$ cat config.mk
export PLATFORM = sky130hd
export DESIGN_NAME = lfsr_noise_channel_core
export DESIGN_NICKNAME = d
export VERILOG_FILES = /design/src/design/lnc_pkg.sv /design/src/design/lnc_cfg_regs.sv /design/src/design/lnc_datapath.sv /design/src/design/lnc_out_buf.sv /design/src/design/lfsr_noise_channel_core.sv
export SDC_FILE = /design/constraint.sdc
export NUM_CORES = 1
export LEC_CHECK = 0
export CAP_MARGIN = 40
export CORE_MARGIN = 2
export CORE_UTILIZATION = 60
export CTS_BUF_LIST = sky130_fd_sc_hd__clkbuf_2
export DETAILED_ROUTE_END_ITERATION = 10
export DONT_BUFFER_PORTS = 1
export GPL_ROUTABILITY_DRIVEN = 0
export PLACE_DENSITY = 0.72
export SYNTH_ARGS = -nofsm -noshare
export SYNTH_HDL_FRONTEND = slang
export SYNTH_SLANG_ARGS = --single-unit
$ cat constraint.sdc
create_clock -name clk -period 6.72 [get_ports clk]
set_input_delay 0 -clock clk [delete_from_list [all_inputs] [get_ports clk]]
set_output_delay 0 -clock clk [all_outputs]
set_load 0.05 [all_outputs]
$ cat src/design/lnc_pkg.sv
// ----------------------------------------------------------------------------
// lnc_pkg: shared types and constants of the noise channel
// Item structs, configuration register map and the timer base divisor table.
// ----------------------------------------------------------------------------
package lnc_pkg;

    localparam int unsigned SR_W    = 15;
    localparam int unsigned TIMER_W = 22;
    localparam int unsigned VOL_W   = 4;
    localparam int unsigned LVAL_W  = 6;
    localparam int unsigned CIDX_W  = 3;
    localparam int unsigned CDATA_W = 8;

    localparam logic [SR_W-1:0]  SR_SEED = 15'h7FFF;
    localparam logic [VOL_W-1:0] VOL_MAX = 4'hF;
    localparam logic [VOL_W-1:0] VOL_MIN = 4'h0;

    // Configuration register indexes
    typedef enum logic [CIDX_W-1:0] {
        CFG_DIV_SEL         = 3'd0,
        CFG_FREQ_SHIFT      = 3'd1,
        CFG_NARROW_MODE     = 3'd2,
        CFG_START_VOL       = 3'd3,
        CFG_ENVELOPE_UP     = 3'd4,
        CFG_ENVELOPE_PERIOD = 3'd5,
        CFG_LENGTH_ENABLE   = 3'd6
    } cfg_index_t;

    typedef struct packed {
        logic [2:0]       div_sel;
        logic [3:0]       freq_shift;
        logic             narrow_mode;
        logic [VOL_W-1:0] start_vol;
        logic             envelope_up;
        logic [2:0]       envelope_period;
        logic             length_enable;
    } cfg_t;

    typedef struct packed {
        logic              trigger;
        logic              load_length;
        logic [LVAL_W-1:0] length_value;
        logic              length_strobe;
        logic              envelope_strobe;
    } in_item_t;

    typedef struct packed {
        logic [VOL_W-1:0] level;
        logic             active;
    } out_item_t;

    // Base timer divisor for each select code
    localparam logic [6:0] BASE_DIVISOR [8] = '{
        7'd8, 7'd16, 7'd32, 7'd48, 7'd64, 7'd80, 7'd96, 7'd112
    };

endpackage

$ cat src/design/lnc_cfg_regs.sv
// ----------------------------------------------------------------------------
// lnc_cfg_regs: configuration register file
// Decodes indexed writes into the channel's control fields.
// ----------------------------------------------------------------------------
module lnc_cfg_regs
    import lnc_pkg::*;
(
    input  logic               clk,
    input  logic               rst_n,
    input  logic               wr_en,
    input  logic [CIDX_W-1:0]  wr_index,
    input  logic [CDATA_W-1:0] wr_data,
    output cfg_t               cfg
);

    cfg_t cfg_reg;
    cfg_t cfg_next;

    // Decode the write into the addressed field; ignore unknown indexes
    always_comb
    begin
        cfg_next = cfg_reg;
        if (wr_en)
        begin
            unique case (wr_index)
                CFG_DIV_SEL:         cfg_next.div_sel         = wr_data[2:0];
                CFG_FREQ_SHIFT:      cfg_next.freq_shift      = wr_data[3:0];
                CFG_NARROW_MODE:     cfg_next.narrow_mode     = wr_data[0];
                CFG_START_VOL:       cfg_next.start_vol       = wr_data[VOL_W-1:0];
                CFG_ENVELOPE_UP:     cfg_next.envelope_up     = wr_data[0];
                CFG_ENVELOPE_PERIOD: cfg_next.envelope_period = wr_data[2:0];
                CFG_LENGTH_ENABLE:   cfg_next.length_enable   = wr_data[0];
                default:             cfg_next = cfg_reg;
            endcase
        end
    end

    always_ff @(posedge clk or negedge rst_n)
    begin
        if (!rst_n)
        begin
            cfg_reg <= '0;
        end
        else
        begin
            cfg_reg <= cfg_next;
        end
    end

    assign cfg = cfg_reg;

endmodule

$ cat src/design/lnc_datapath.sv
// ----------------------------------------------------------------------------
// lnc_datapath: per-tick channel state update
// Length counter, trigger, envelope, period timer and LFSR step for one item.
// ----------------------------------------------------------------------------
module lnc_datapath
    import lnc_pkg::*;
#(
    parameter int unsigned LENGTH_RELOAD = 64
)
(
    input  logic      clk,
    input  logic      rst_n,
    input  logic      step,
    input  in_item_t  item,
    input  cfg_t      cfg,
    output out_item_t result
);

    localparam int unsigned LEN_W =
        ($clog2(LENGTH_RELOAD + 1) > LVAL_W) ? $clog2(LENGTH_RELOAD + 1) : LVAL_W;
    localparam logic [LEN_W-1:0] LEN_RELOAD = LEN_W'(LENGTH_RELOAD);

    logic [SR_W-1:0]    sr_reg,    sr_next;
    logic               on_reg,    on_next;
    logic [TIMER_W-1:0] timer_reg, timer_next;
    logic [LEN_W-1:0]   len_reg,   len_next;
    logic [VOL_W-1:0]   vol_reg,   vol_next;
    logic               noise_reg, noise_next;

    logic [LEN_W-1:0]   len_load;
    logic [TIMER_W-1:0] period;
    logic               fb;
    logic [SR_W-1:0]    sr_start;
    logic [SR_W-1:0]    sr_stepped;

    // Timer period: base divisor shifted left
    assign period = {{(TIMER_W-7){1'b0}}, BASE_DIVISOR[cfg.div_sel]} << cfg.freq_shift;

    always_comb
    begin
        // Length load and trigger
        len_load = item.load_length ? LEN_W'(item.length_value) : len_reg;
        on_next  = on_reg | item.trigger;
        len_next = (item.trigger && len_load == '0) ? LEN_RELOAD : len_load;
        sr_start = item.trigger ? SR_SEED : sr_reg;
        vol_next = item.trigger ? cfg.start_vol : vol_reg;

        // Length strobe: count down and silence at zero
        if (item.length_strobe && cfg.length_enable && len_next != '0)
        begin
            len_next = len_next - LEN_W'(1);
            if (len_next == '0)
            begin
                on_next = 1'b0;
            end
        end

        // Envelope strobe: saturating step
        if (item.envelope_strobe && cfg.envelope_period != 3'd0)
        begin
            if (cfg.envelope_up)
            begin
                if (vol_next != VOL_MAX)
                begin
                    vol_next = vol_next + VOL_W'(1);
                end
            end
            else if (vol_next != VOL_MIN)
            begin
                vol_next = vol_next - VOL_W'(1);
            end
        end

        // LFSR step candidate
        fb         = sr_start[0] ^ sr_start[1];
        sr_stepped = {fb, sr_start[SR_W-1:1]};
        if (cfg.narrow_mode)
        begin
            sr_stepped[6] = fb;
        end

        // Timer: reload and step on zero, else count down
        sr_next    = sr_start;
        timer_next = timer_reg;
        noise_next = noise_reg;
        if (on_next)
        begin
            if (timer_reg == '0)
            begin
                timer_next = period;
                sr_next    = sr_stepped;
                noise_next = ~sr_stepped[0];
            end
            else
            begin
                timer_next = timer_reg - TIMER_W'(1);
            end
        end

        // Result for this tick
        result.active = on_next;
        result.level  = (on_next && noise_next) ? vol_next : VOL_MIN;
    end

    // Advance state on each accepted item
    always_ff @(posedge clk or negedge rst_n)
    begin
        if (!rst_n)
        begin
            sr_reg    <= '0;
            on_reg    <= 1'b0;
            timer_reg <= '0;
            len_reg   <= '0;
            vol_reg   <= '0;
            noise_reg <= 1'b0;
        end
        else if (step)
        begin
            sr_reg    <= sr_next;
            on_reg    <= on_next;
            timer_reg <= timer_next;
            len_reg   <= len_next;
            vol_reg   <= vol_next;
            noise_reg <= noise_next;
        end
    end

    // Timer only moves while the channel runs
    a_timer_idle_off: assert property (@(posedge clk) disable iff (!rst_n)
        step && !on_next |=> timer_reg == $past(timer_reg))
        else $error("period timer moved while channel off");

    // State holds between items
    a_state_hold: assert property (@(posedge clk) disable iff (!rst_n)
        !step |=> $stable(sr_reg) && $stable(len_reg) && $stable(vol_reg))
        else $error("channel state changed without an item");

endmodule

$ cat src/design/lnc_out_buf.sv
// ----------------------------------------------------------------------------
// lnc_out_buf: result register with skid stage
// Holds results while the consumer stalls; input side stays open for one more.
// ----------------------------------------------------------------------------
module lnc_out_buf
    import lnc_pkg::*;
(
    input  logic      clk,
    input  logic      rst_n,
    input  logic      push,
    input  out_item_t push_item,
    output logic      can_push,
    output logic      valid,
    input  logic      ready,
    output out_item_t item
);

    logic      main_v_reg, main_v_next;
    logic      skid_v_reg, skid_v_next;
    out_item_t main_reg,   main_next;
    out_item_t skid_reg,   skid_next;
    logic      pop;

    assign pop      = main_v_reg && ready;
    assign can_push = !skid_v_reg;

    // Refill the result register from skid first, then from the new item
    always_comb
    begin
        main_v_next = main_v_reg;
        skid_v_next = skid_v_reg;
        main_next   = main_reg;
        skid_next   = skid_reg;
        if (!main_v_reg || pop)
        begin
            if (skid_v_reg)
            begin
                main_next   = skid_reg;
                main_v_next = 1'b1;
                skid_v_next = 1'b0;
            end
            else
            begin
                main_next   = push_item;
                main_v_next = push;
            end
        end
        else if (push)
        begin
            skid_next   = push_item;
            skid_v_next = 1'b1;
        end
    end

    always_ff @(posedge clk or negedge rst_n)
    begin
        if (!rst_n)
        begin
            main_v_reg <= 1'b0;
            skid_v_reg <= 1'b0;
        end
        else
        begin
            main_v_reg <= main_v_next;
            skid_v_reg <= skid_v_next;
        end
    end

    // Payload registers
    always_ff @(posedge clk)
    begin
        main_reg <= main_next;
        skid_reg <= skid_next;
    end

    assign valid = main_v_reg;
    assign item  = main_reg;

    // Skid only fills behind a held result
    a_skid_behind_main: assert property (@(posedge clk) disable iff (!rst_n)
        skid_v_reg |-> main_v_reg)
        else $error("skid entry without result entry");

    // A push into a stalled full result register lands in skid
    a_skid_capture: assert property (@(posedge clk) disable iff (!rst_n)
        push && main_v_reg && !ready |=> skid_v_reg && skid_reg == $past(push_item))
        else $error("stalled item not captured in skid");

endmodule

$ cat src/design/lfsr_noise_channel_core.sv
// ----------------------------------------------------------------------------
// lfsr_noise_channel_core: LFSR noise channel
// Top level: config registers, per-tick datapath and result buffer.
// ----------------------------------------------------------------------------
// Each input item is one tick. The block accepts one item per clock while
// in_ready is high and returns exactly one result per item: the channel
// state is updated by combinational logic straight into a result register, and
// a skid entry behind that register keeps the input open for one more item
// while the consumer stalls, so sustained throughput is one item per cycle
// whenever out_ready is high. Configuration writes are taken every cycle and
// must only be issued while the channel has no results outstanding.
module lfsr_noise_channel_core
    import lnc_pkg::*;
#(
    parameter int unsigned LENGTH_RELOAD = 64
)
(
    input  logic               clk,
    input  logic               rst_n,
    input  logic               in_valid,
    output logic               in_ready,
    input  in_item_t           in_item,
    output logic               out_valid,
    input  logic               out_ready,
    output out_item_t          out_item,
    input  logic               cfg_valid,
    output logic               cfg_ready,
    input  logic [CIDX_W-1:0]  cfg_index,
    input  logic [CDATA_W-1:0] cfg_data
);

    cfg_t      cfg;
    out_item_t result;
    logic      accept;

    assign cfg_ready = 1'b1;
    assign accept    = in_valid && in_ready;

    lnc_cfg_regs u_cfg (
        .clk      (clk),
        .rst_n    (rst_n),
        .wr_en    (cfg_valid),
        .wr_index (cfg_index),
        .wr_data  (cfg_data),
        .cfg      (cfg)
    );

    lnc_datapath #(
        .LENGTH_RELOAD (LENGTH_RELOAD)
    ) u_dp (
        .clk    (clk),
        .rst_n  (rst_n),
        .step   (accept),
        .item   (in_item),
        .cfg    (cfg),
        .result (result)
    );

    lnc_out_buf u_obuf (
        .clk       (clk),
        .rst_n     (rst_n),
        .push      (accept),
        .push_item (result),
        .can_push  (in_ready),
        .valid     (out_valid),
        .ready     (out_ready),
        .item      (out_item)
    );

endmodule
# Yosys cells after proc, flatten, opt, wreduce, memory -nomap -nowiden
# Memories as Yosys holds them, arrays and structs flattened.
# Cells that the tools add are included.
# word_totals
rom_bits	56
regBits	79
mem_count	1
# classes
n_shift	1
bitwise	5
eq_ne	7
addsub	4
magnitude_cmp	1
muxes	24
n_reduce_logical	27
# mem_list
name	depth	width	read_ports	rd_clocked_by_memory_dff	wr	line_no	rtl
(name not given)	8	7	1	0	0	lnc_datapath.sv:37	assign period = {{(TIMER_W-7){1'b0}}, BASE_DIVISOR[cfg.div_sel]} << cfg.freq_shift;
# ops
operator	n
two-way mux 15 bit	3
two-way mux 7 bit	5
two-way mux 4 bit	6
logical NOT 22 bit	1
two-way mux 22 bit	1
<< shifter 7 x 4 -> 22 bit	1
subtractor 22 x 1 -> 22 bit (second input constant)	1
AND reduction 2 bit	9
logical NOT 7 bit	2
== test 3 bit (second input constant)	3
two-way mux 1 bit	8
logical AND 1 bit	7
nonzero test 7 bit	1
subtractor 7 x 1 -> 7 bit (second input constant)	1
== test 3 x 2 -> 1 bit (second input constant)	2
two-way mux 5 bit	1
adder 4 x 1 -> 4 bit (second input constant)	1
greater-or-equal comparator 4 bit (second input constant)	1
!= test 4 bit (second input constant)	1
NOT 3 -> 4 bit	1
nonzero test 4 bit	1
subtractor 4 x 1 -> 4 bit (second input constant)	1
== test 3 x 1 -> 1 bit (second input constant)	1
logical NOT 3 bit	1
other kinds (7)	9

# Depth between registers and ports, before layout
# Gate-level depths: netlist of the first run.
# depth
word_depth	12
depth_mapped	12
depth_no_buf	9

# Modules after synthesis
# Synthesis of the first run repeated with hierarchy kept, for this count alone.
# unflattened
cells_unflattened	512
area_unflattened_um2	4927.2
# by_module_without_submodules
module	seq_area_each_um2	area_each_um2	n_inst	cells_per_inst
lnc_datapath	1251.2	3713.6	1	443
lnc_cfg_regs	425.4	730.7	1	41
lnc_out_buf	350.3	465.4	1	25
lfsr_noise_channel_core	0.0	17.5	1	3

# Worst setup path before layout of the first run
# Ideal clock, no wire load.
# synth_path
kind	flip-flop to flip-flop
start	register u_dp.len_reg[1]
end	register u_dp.timer_reg[20]
arrival_time_ns	2.616
path_stages_with_launch	10
n_path_buf	1
required_ns	6.595
path_slack_ns	3.979
cell_sequence	dfrtp_1 > mux2i_1 > ha_1 > nand2_1 > o311a_1 > buf_6 > and4bb_4 > a211o_1 > or4_4 > mux2_4
# synth_between
elab_chain_cells	9
elab_cells_between_ends	11
# synth_rtl
item	line_no	rtl
start: declaration	lnc_datapath.sv:26	logic [LEN_W-1:0] len_reg, len_next;
start signal: assignment	lnc_datapath.sv:122	len_reg <= len_next;
two-way mux 7 bit *	lnc_datapath.sv:42	len_load = item.load_length ? LEN_W'(item.length_value) : len_reg;
logical NOT 7 bit	lnc_datapath.sv:44	len_next = (item.trigger && len_load == '0) ? LEN_RELOAD : len_load;
logical AND 1 bit	lnc_datapath.sv:44	
two-way mux 7 bit *	lnc_datapath.sv:44	
subtractor 7 x 1 -> 7 bit	lnc_datapath.sv:51	len_next = len_next - LEN_W'(1);
logical NOT 7 bit	lnc_datapath.sv:52	if (len_next == '0)
two-way mux 1 bit	lnc_datapath.sv:52	
two-way mux 1 bit *	lnc_datapath.sv:49	if (item.length_strobe && cfg.length_enable && len_next != '0)
AND reduction 2 bit (no source line) *	--	
end signal: assignment	lnc_datapath.sv:121	timer_reg <= timer_next;
end: declaration	lnc_datapath.sv:25	logic [TIMER_W-1:0] timer_reg, timer_next;
# Every way passes the cells marked *; elsewhere a longest branch is shown, timed or not.
# A chain may end at the register's enable or synchronous reset.

# Final worst setup path of the first run
# layout_path
start	register u_dp.timer_reg[16]
end	register u_dp.sr_reg[11]
# layout_between
elab_chain_cells	3
# layout_rtl
item	line_no	rtl
logical NOT 22 bit	lnc_datapath.sv:88	if (timer_reg == '0)
two-way mux 15 bit	lnc_datapath.sv:88	
two-way mux 15 bit	lnc_datapath.sv:86	if (on_next)
end signal: assignment	lnc_datapath.sv:119	sr_reg <= sr_next;
end: declaration	lnc_datapath.sv:23	logic [SR_W-1:0] sr_reg, sr_next;
# No other way between the ends.

==> summary.txt, run 1 <==
Clock Path Buffers = 2
Headroom to the max-slew limit = 40.2%
Mapped Cells = 508
Clk Latency, worst-skew pair = 0.57 ns
Largest net degree at the start of global routing = 70
Hold Fails Final Rpt = 0
Crit Reg-Reg Endpoint = u_dp.sr_reg[11]
Number of synthesized flops with an enable pin = 10
Die footprint = 0.00852 mm^2
Layout cell share with drive strength beyond 1 = 10.1%
Async SR Flop Fraction = 87.3%
Startpoint types = flip-flop
Root Driver = clkbuf_2
Total routed wirelength = 11000 um
Max-Cap Viols = 0
Initial Utilization = 61.2%
Hpwl dp = 6820 um
Synthesized area = 0.00468 mm^2
PostCTS Resize Cnt = 0
CP startpoint = u_dp.timer_reg[16]
I/O pins = 34
Yosys cell types = 64
Finished Core Util = 68.3%
Slew Limit Fails = 0
First-pass GRT wire length = 18700 um
Pwr Density = 314 mW/mm^2
Leakage = 2.10 nW
Most common cell after layout, fill and taps aside = dfrtp_1
Clock transition at path regs = 0.25 ns
Period Utilization, post-route = 56.1%
R2R depth = 8
Nets = 560
CTS tree = built
Setup TNS = 0 ns
Final Instance Area = 0.00522 mm^2
Post-synthesis register bit count = 79
H-tree depth = 3
Sequential share of the synthesized area = 43.3%
Input/output buffers = 0
CP endpoint kind = flip-flop
Drt drc = 0
WP data arrival = 4.25 ns
Routed vias = 3993
Vias/cell = 6.29
VDD IR max = 0.000189 V
Status = completed
Worst-margin pin slew = 0.897 ns
Synthesized Nets = 540
Rows = 32
Drt wl/cell = 17.3 um
Max reg flops = 22
Setup CP Type = reg -> reg
Total track usage = 27.5%
Initial antenna violation count = 0
Final setup fails = 0
Initial drt markers = 226
Critical R2R Launch = u_dp.timer_reg[16]
Vias in the first global route = 3791
Total gr overflow = 0
Tmin final = 3.77 ns
Yosys warns = 0
Layout area overhead = 11.6%
Hold depth = 4
Worst-path fanout max = 15
Initial DRT Pass Iterations = 4
Hold Path End = u_dp.len_reg[5]
Internal reg-to-reg setup slack = 2.95 ns
RSZ-0062 raised after global routing = false
Filler cells = 604
Worst Hold Launch = in_item[6]
Core Box Area = 0.00765 mm^2
Routed Antenna Nets = 0
Mean Syn Cell Area = 9.21 um^2
Clock skew = 0.0433 ns
Post-Place Cell Area = 0.00470 mm^2
Most frequent cells in the layout = dfrtp_1 (69), nor2_1 (53), o21ai_0 (50)
Req. time, crit path = 7.19 ns
Clock sinks = 79
Max Freq = 0.265 GHz
Antenna cells = 0
Hold Path Class = in -> reg
Post-synth top flop = dfrtp_1
Num CTS Buffers = 9
Die height = 92.3 um
Die Wd = 92.3 um
## routing by layer
layer | wire length [um] | global-route usage [%] | up-vias
met5 | 0 | 0 | -
li1 | - | - | 1925
met2 | 5240 | 44.0 | 124
met1 | 5030 | 39.0 | 1930
met4 | 162 | 9.33 | 0
met3 | 536 | 3.82 | 14
## synth_stat cells, drive strengths merged (3+ instances only)
cell     instances  area, um^2
a211oi          12        90.1
a21oi           20         100
a22oi            3        22.5
a31oi            4        25.0
a41oi            5        43.8
and3             5        31.3
buf             10        61.3
clkbuf          19        72.6
dfrtp           69        1730
edfxtp          10         300
ha               6        75.1
inv             11        41.3
mux2            24         274
mux2i           18         180
nand2           46         173
nand2b           6        37.5
nand3            7        35.0
nand3b           4        30.0
nand4            4        25.0
nand4b           3        26.3
nor2            54         205
nor3            26         135
nor3b            8        65.1
nor4            10        62.6
o21a             3        22.5
o21ai           50         250
o22a             3        26.3
o22ai            3        18.8
o2bb2ai          5        43.8
o31ai            8        60.1
o41ai            5        43.8
or3              9        56.3
or4              3        26.3
xor2             5        43.8
## stage by stage
stage / setup slack (ns) / cells / total power [mW] / hold WS [ns]
floorplan: 3.98 / 508 / 1.18 / -0.296
global placement: 2.81 / 583 / 1.27 / -0.294
detailed placement: 3.07 / 585 / 1.29 / -0.294
CTS: 2.99 / 634 / 1.63 / 0.00354
global route: 2.53 / 635 / 1.76 / 0.0541
finish: 2.95 / 635 / 1.64 / 0.00394
## area by class of cell
class / count / area, um^2 / share of cell area, %
well taps: 102 / 128 / 2.44
multi-input cells: 389 / 2480 / 47.5
repair buffers: 38 / 412 / 7.89
inverters: 11 / 41.3 / 0.791
clock buffers: 10 / 50.0 / 0.959
clock inverters: 6 / 85.1 / 1.63
flip-flops and latches: 79 / 2030 / 38.8
## critical path, cell delays in order (launching register included)
cell,delay (ns)
dfrtp_1,0.48
or4_1,0.61
nor3_1,0.59
and3_1,0.58
buf_6,0.23
o21ai_0,0.13
a21oi_1,0.71
nor3_1,0.10
a211oi_1,0.28
## worst max-delay path by stage
stage | endpoint | slack, ns | depth (start not counted)
2_1_floorplan | u_dp.timer_reg[20] | 3.98 | 9
3_3_place_gp | u_dp.sr_reg[14] | 2.81 | 7
3_5_place_dp | u_dp.sr_reg[11] | 3.07 | 8
4_1_cts | u_dp.sr_reg[8] | 2.99 | 8
5_1_grt | u_dp.sr_reg[3] | 2.53 | 8
6_report | u_dp.sr_reg[11] | 2.95 | 8
## power breakdown
part           internal (mW)  total, mW  switching (mW)
logic                  0.248      0.563           0.315
registers              0.621      0.779           0.158
clock network          0.123      0.299           0.176
total                  0.992       1.64           0.649
## timing repair
action,4_1_cts,5_1_grt
endpoints found under the hold margin,122,0
setup buffers,0,0
hold buffers,33,0
## cells by family (layout without fill, tap and decap cells)
logic type	Yosys count	count (layout)	share of synthesized area [%]
compound gates	140	140	19.5
xor+xnor	7	7	1.31
fa+ha+maj	6	6	1.60
buf+inv	40	65	3.74
flops	79	79	43.3
mux	42	42	9.71
other cells	1	1	0.0801
simple gates	193	193	20.8
No activity file was read; power rests on OpenSTA's default activity.
==> inputs of run 2 (changes only) <==
clock period = 3.6 ns   (was 6.72 ns; I/O delays follow)
==> summary.txt, run 2 (synthesized netlist as in run 1, its figures left out) <==
Top cell by count, worst path = dlygate4sd3_1
Routed Antenna Nets = 0 (unchanged)
Worst stage delay on the critical path = 0.57 ns (-0.14 ns)
Dpl cells = 588 (+0.51%)
Met2 WL post-DR = 5360 um (+2.4%)
Input/output buffers = 0 (unchanged)
Hold Path Class = in -> async
Headroom to the max-slew limit = 55.8% (+16 points)
Hold slack final = -0.000518 ns (-0.00446 ns)
Max reg flops = 22 (unchanged)
Sw Ratio = 39.3% (-0.23 points)
Pwr Density = 586 mW/mm^2 (+86%)
Hpwl dp = 6900 um (+1.2%)
Vias/cell = 6.39 (+1.7%)
Core Box Area = 0.00765 mm^2 (unchanged)
Critical Path, Cell by Cell = nor3_1, o21a_1, o311a_2, nand3b_1, a211oi_1, a31oi_1, dlygate4sd3_1, o21ai_0, dlygate4sd3_1
Tmin final = 3.24 ns (-0.531 ns)
Total gr overflow = 0 (unchanged)
Vias in the first global route = 3812 (+0.55%)
Seq pwr share = 47.0% (-0.5 points)
Worst-margin pin slew = 0.645 ns (-0.252 ns)
Worst-path fanout max = 10 (-5)
Clock share of power = 18.2% (about the same)
Setup TNS = 0 ns (unchanged)
Clock skew = 0.0511 ns (+0.00782 ns)
WP data arrival = 3.78 ns (-0.47 ns)
Nets = 566 (+1.1%)
Status = finished with violations
Combinational Power Share = 34.8% (+0.5 points)
Top Metal Used = met4
Routed vias = 4099 (+2.7%)
Most frequent cells in the layout = dfrtp_1 (69), nor2_1 (53), o21ai_0 (50)
Die height = 92.3 um (unchanged)
Layout cell share with drive strength beyond 1 = 10.8% (+0.63 points)
Clock sinks = 79 (unchanged)
Switching pwr = 1.22 mW (+87%)
Clock transition at path regs = 0.26 ns (about the same)
Initial drt markers = 208 (-8.0%)
Clk Latency, worst-skew pair = 0.57 ns (about the same)
Internal power = 1.88 mW (+89%)
VDD IR max = 0.000345 V (+82%)
Drt wl/cell = 17.2 um (-0.13%)
Failing checks = negative hold slack
Leakage = 2.12 nW (+0.87%)
Die footprint = 0.00852 mm^2 (unchanged)
Hold Fails Final Rpt = 1 (+1)
Setup CP Type = reg -> reg
Layout area overhead = 12.8%
Max-Cap Viols = 0 (unchanged)
CTS tree = built
Req. time, crit path = 4.14 ns (-3.05 ns)
Final setup fails = 0 (unchanged)
Clock Path Buffers = 2 (unchanged)
Num CTS Buffers = 9 (unchanged)
Die Wd = 92.3 um (unchanged)
Fin cells = 641 (+0.94%)
Rows = 32 (unchanged)
Root Driver = clkbuf_2
Top delay family on crit path = buffers and inverters
Initial Utilization = 61.2% (unchanged)
Period Utilization, post-route = 90.0% (+34 points)
WL met3 = 687 um (+28%)
Met1 wire length = 4800 um (-4.5%)
Slowest CP cell = dlygate4sd3_1
H-tree depth = 3 (unchanged)
Startpoint types = flip-flop
Slew Limit Fails = 0 (unchanged)
Filler cells = 584 (-3.3%)
CP endpoint kind = flip-flop
Antenna cells = 0 (unchanged)
I/O pins = 34 (unchanged)
Most common cell after layout, fill and taps aside = dfrtp_1
Post-CTS Setup Repair Bufs = 0 (unchanged)
Initial antenna violation count = 0 (unchanged)
Largest net degree at the start of global routing = 70 (unchanged)
Max Freq = 0.309 GHz (+16%)
RSZ-0062 raised after global routing = false
Total routed wirelength = 11100 um (+0.81%)
Total track usage = 27.3% (-0.25 points)
Initial DRT Pass Iterations = 5 (+1)
Drt drc = 0 (unchanged)
CP bufs+invs = 2 (+1)
First-pass GRT wire length = 18400 um (-1.5%)
[run 2: cell type report]
type	count	area (um^2)	share of cell area [%]
well taps	102	128	2.42
repair buffers	44	463	8.77
multi-input cells	389	2480	47.0
flip-flops and latches	79	2030	38.4
clock inverters	7	96.3	1.83
clock buffers	9	45.0	0.853
inverters	11	41.3	0.782
[run 2: path summary, 6_finish.rpt]
kind | start | end | slack (ns) | cells past startpoint
max | u_dp.len_reg[1] | u_dp.len_reg[4] | 0.36 | 9
min | rst_n | u_obuf.skid_v_reg | -0.0005 | 3
max reg2reg | u_dp.len_reg[1] | u_dp.len_reg[4] | 0.36 | 9
min reg2reg | u_obuf.skid_reg[3] | u_obuf.item[3] | 0.50 | 2
max in group asynchronous | rst_n | u_dp.vol_reg[2] | 3.26 | 3
min in group clk | in_item[9] | u_dp.vol_reg[0] | 0.04 | 3
[run 2: stage by stage]
stage | utilization, % | area [um^2] | total power [mW] | hold WS (ns) | worst slack (ns)
floorplan | - | 4680 | 2.20 | -0.296 | 0.859
global placement | 61.8 | 4730 | 2.39 | -0.294 | 0.699
detailed placement | 61.8 | 4730 | 2.45 | -0.294 | 0.640
CTS | 68.8 | 5260 | 3.08 | 0.000222 | 0.411
global route | 69.0 | 5280 | 3.32 | 0.00786 | 0.151
finish | 69.0 | 5280 | 3.09 | -0.000518 | 0.360
[run 2: power groups by stage]
stage | clock (mW) | sequential [mW] | combinational, mW
after global routing | 0.601 | 1.50 | 1.22
after detailed placement | 0 | 1.47 | 0.983
after CTS | 0.571 | 1.45 | 1.06
final | 0.562 | 1.45 | 1.08
after floorplan | 0 | 1.37 | 0.834
after global placement | 0 | 1.45 | 0.941
[run 2: timing repair]
action,CTS,global route
endpoints found under the hold margin,128,0
endpoints found under the setup margin,0,1
gates resized for setup,0,1
hold buffers,36,0
[run 2: routing by layer]
layer / vias up / global-route usage (%)
met5: - / 0
met4: 0 / 8.08
met3: 20 / 6.10
met2: 154 / 44.8
met1: 1974 / 36.5
li1: 1951 / -
[run 2: worst min-delay path, stage by stage]
cell,delay (ns)
dlygate4sd3_1,0.61
buf_16,0.13
buf_16,0.29
==> inputs of run 3 (changes only) <==
clock period = 4.1 ns   (was 3.6 ns; I/O delays follow)
==> summary.txt, run 3 (synthesized netlist as in run 1, its figures left out) <==
Worst-path fanout max = 23 (+13)
Hold Fails Final Rpt = 2 (+1)
WP data arrival = 3.68 ns (-0.10 ns)
Switching pwr = 1.09 mW (-10%)
Seq pwr share = 49.0% (+2.0 points)
Input/output buffers = 0 (unchanged)
Layout area overhead = 11.5%
Num CTS Buffers = 9 (unchanged)
Leakage = 2.10 nW (-1.0%)
Drt wl/cell = 17.3 um (+0.30%)
Layout cell share with drive strength beyond 1 = 10.6% (-0.13 points)
Root Driver = clkbuf_2
Total gr overflow = 0 (unchanged)
CP endpoint kind = flip-flop
Max-Cap Viols = 0 (unchanged)
Max reg flops = 22 (unchanged)
Die footprint = 0.00852 mm^2 (unchanged)
Largest net degree at the start of global routing = 70 (unchanged)
Filler cells = 614 (+5.1%)
Hpwl dp = 7140 um (+3.5%)
Routed Antenna Nets = 0 (unchanged)
Drt drc = 0 (unchanged)
I/O pins = 34 (unchanged)
PostCTS Resize Cnt = 0 (unchanged)
Failing checks = negative hold slack
Post-CTS Setup Repair Bufs = 0 (unchanged)
Setup CP Type = in -> reg
Initial antenna violation count = 0 (unchanged)
Post-Place Cell Area = 0.00471 mm^2 (-0.32%)
Combinational Power Share = 35.3% (+0.5 points)
Most common cell after layout, fill and taps aside = dfrtp_1
RSZ-0062 raised after global routing = false
Worst-margin pin slew = 0.645 ns (+0.000246 ns)
Final Instance Area = 0.00522 mm^2 (-1.2%)
Hold slack final = -0.0263 ns (-0.0258 ns)
Clock skew = 0.0349 ns (-0.0162 ns)
Period Utilization, post-route = 78.3%
Clk Latency, worst-skew pair = 0.56 ns (about the same)
Clock Path Buffers = 2 (unchanged)
Most frequent cells in the layout = dfrtp_1 (69), nor2_1 (53), o21ai_0 (50)
Tmin final = 3.21 ns
Antenna cells = 0 (unchanged)
Die height = 92.3 um (unchanged)
First-pass GRT wire length = 18700 um (+1.3%)
Die Wd = 92.3 um (unchanged)
Final setup fails = 0 (unchanged)
Rows = 32 (unchanged)
Hold depth = 4
Clock transition at path regs = 0.25 ns (about the same)
Total track usage = 27.5% (+0.26 points)
R2R depth = 8 (-1)
Hold Path Class = in -> reg
Clock sinks = 79 (unchanged)
Vias/cell = 6.31 (-1.3%)
Headroom to the max-slew limit = 55.7% (about the same)
Status = finished with violations
Total routed wirelength = 11000 um (-0.17%)
VDD IR max = 0.000355 V (+3.0%)
Setup TNS = 0 ns (unchanged)
Max Freq = 0.312 GHz
Pwr Density = 500 mW/mm^2 (-15%)
Initial drt markers = 317 (+52%)
Vias in the first global route = 3898 (+2.3%)
Internal power = 1.52 mW (-19%)
Startpoint types = input pin
Core Box Area = 0.00765 mm^2 (unchanged)
H-tree depth = 3 (unchanged)
Nets = 563 (-0.53%)
Initial DRT Pass Iterations = 5 (unchanged)
Initial Utilization = 61.2% (unchanged)
Slew Limit Fails = 0 (unchanged)
CTS tree = built
Clock share of power = 15.7% (-2.5 points)
Routed vias = 4028 (-1.7%)
Req. time, crit path = 4.57 ns (+0.43 ns)
Sw Ratio = 41.9% (+2.5 points)
-- run 3: cell types whose count changed in the layout (fill, tap and decap cells not counted), sizes merged --
cell / before / now
inv: 12 / 15
clkinvlp: 2 / 1
bufinv: 2 / 0
buf: 10 / 9
dlygate4sd3: 34 / 32
-- run 3: routing by layer --
layer / global-route usage [%] / routed length (um)
met2: 42.9 / 5190
met3: 5.45 / 608
met5: 0 / 0
met4: 10.3 / 186
met1: 38.4 / 5050
-- run 3: worst paths after layout --
path | from | end | slack, ns
setup / recovery | in_item[8] | u_dp.timer_reg[12] | 0.89
hold / removal | in_item[9] | u_dp.sr_reg[11] | -0.03
setup reg to reg | u_dp.len_reg[3] | u_dp.timer_reg[12] | 0.91
hold reg to reg | u_dp.vol_reg[0] | u_dp.vol_reg[0] | 0.53
max in group asynchronous | rst_n | u_dp.timer_reg[6] | 3.22
min in group asynchronous | rst_n | u_obuf.valid | 0.56
-- run 3: final cells by class --
cell class / instances / area [um^2] / share of cell area [%]
timing repair buffer: 41 / 435 / 8.35
clock buffer: 9 / 45.0 / 0.864
sequential: 79 / 2030 / 38.9
clock inverter: 7 / 62.6 / 1.20
tap: 102 / 128 / 2.45
multi-input combinational: 389 / 2480 / 47.5
inverter: 11 / 41.3 / 0.792
-- run 3: power groups by stage --
| stage | clock network, mW | registers, mW | logic, mW |
|---|---|---|---|
| after floorplan | 0 | 1.20 | 0.733 |
| after global placement | 0 | 1.28 | 0.812 |
| after detailed placement | 0 | 1.29 | 0.840 |
| after CTS | 0.415 | 1.27 | 0.907 |
| after global routing | 0.448 | 1.32 | 1.04 |
| final | 0.410 | 1.28 | 0.921 |
-- run 3: critical path, stage by stage --
cell	delay [ns]
dlygate4sd3_1	0.94
mux2i_1	0.40
ha_1	0.21
nand2_1	0.05
o311a_1	0.43
and4bb_4	0.28
a211o_1	0.44
buf_4	0.27
nor4_1	0.27
mux2_2	0.37
-- run 3: timing repair --
action,4_1_cts,5_1_grt
endpoints found under the hold margin,125,0
setup endpoints to repair,0,0
hold buffers,34,0
-- run 3: through the flow --
stage                     util [%]  setup slack [ns]  total power [mW]  cells  hold slack, ns
after floorplan                  -              1.36              1.93    508          -0.296
after global placement        61.6              1.03              2.09    586          -0.294
after detailed placement      61.6             0.938              2.13    586          -0.294
after CTS                     67.9             0.879              2.59    636         0.00881
after global routing          68.2             0.715              2.80    638         0.00407
final                         68.2             0.891              2.61    638         -0.0263
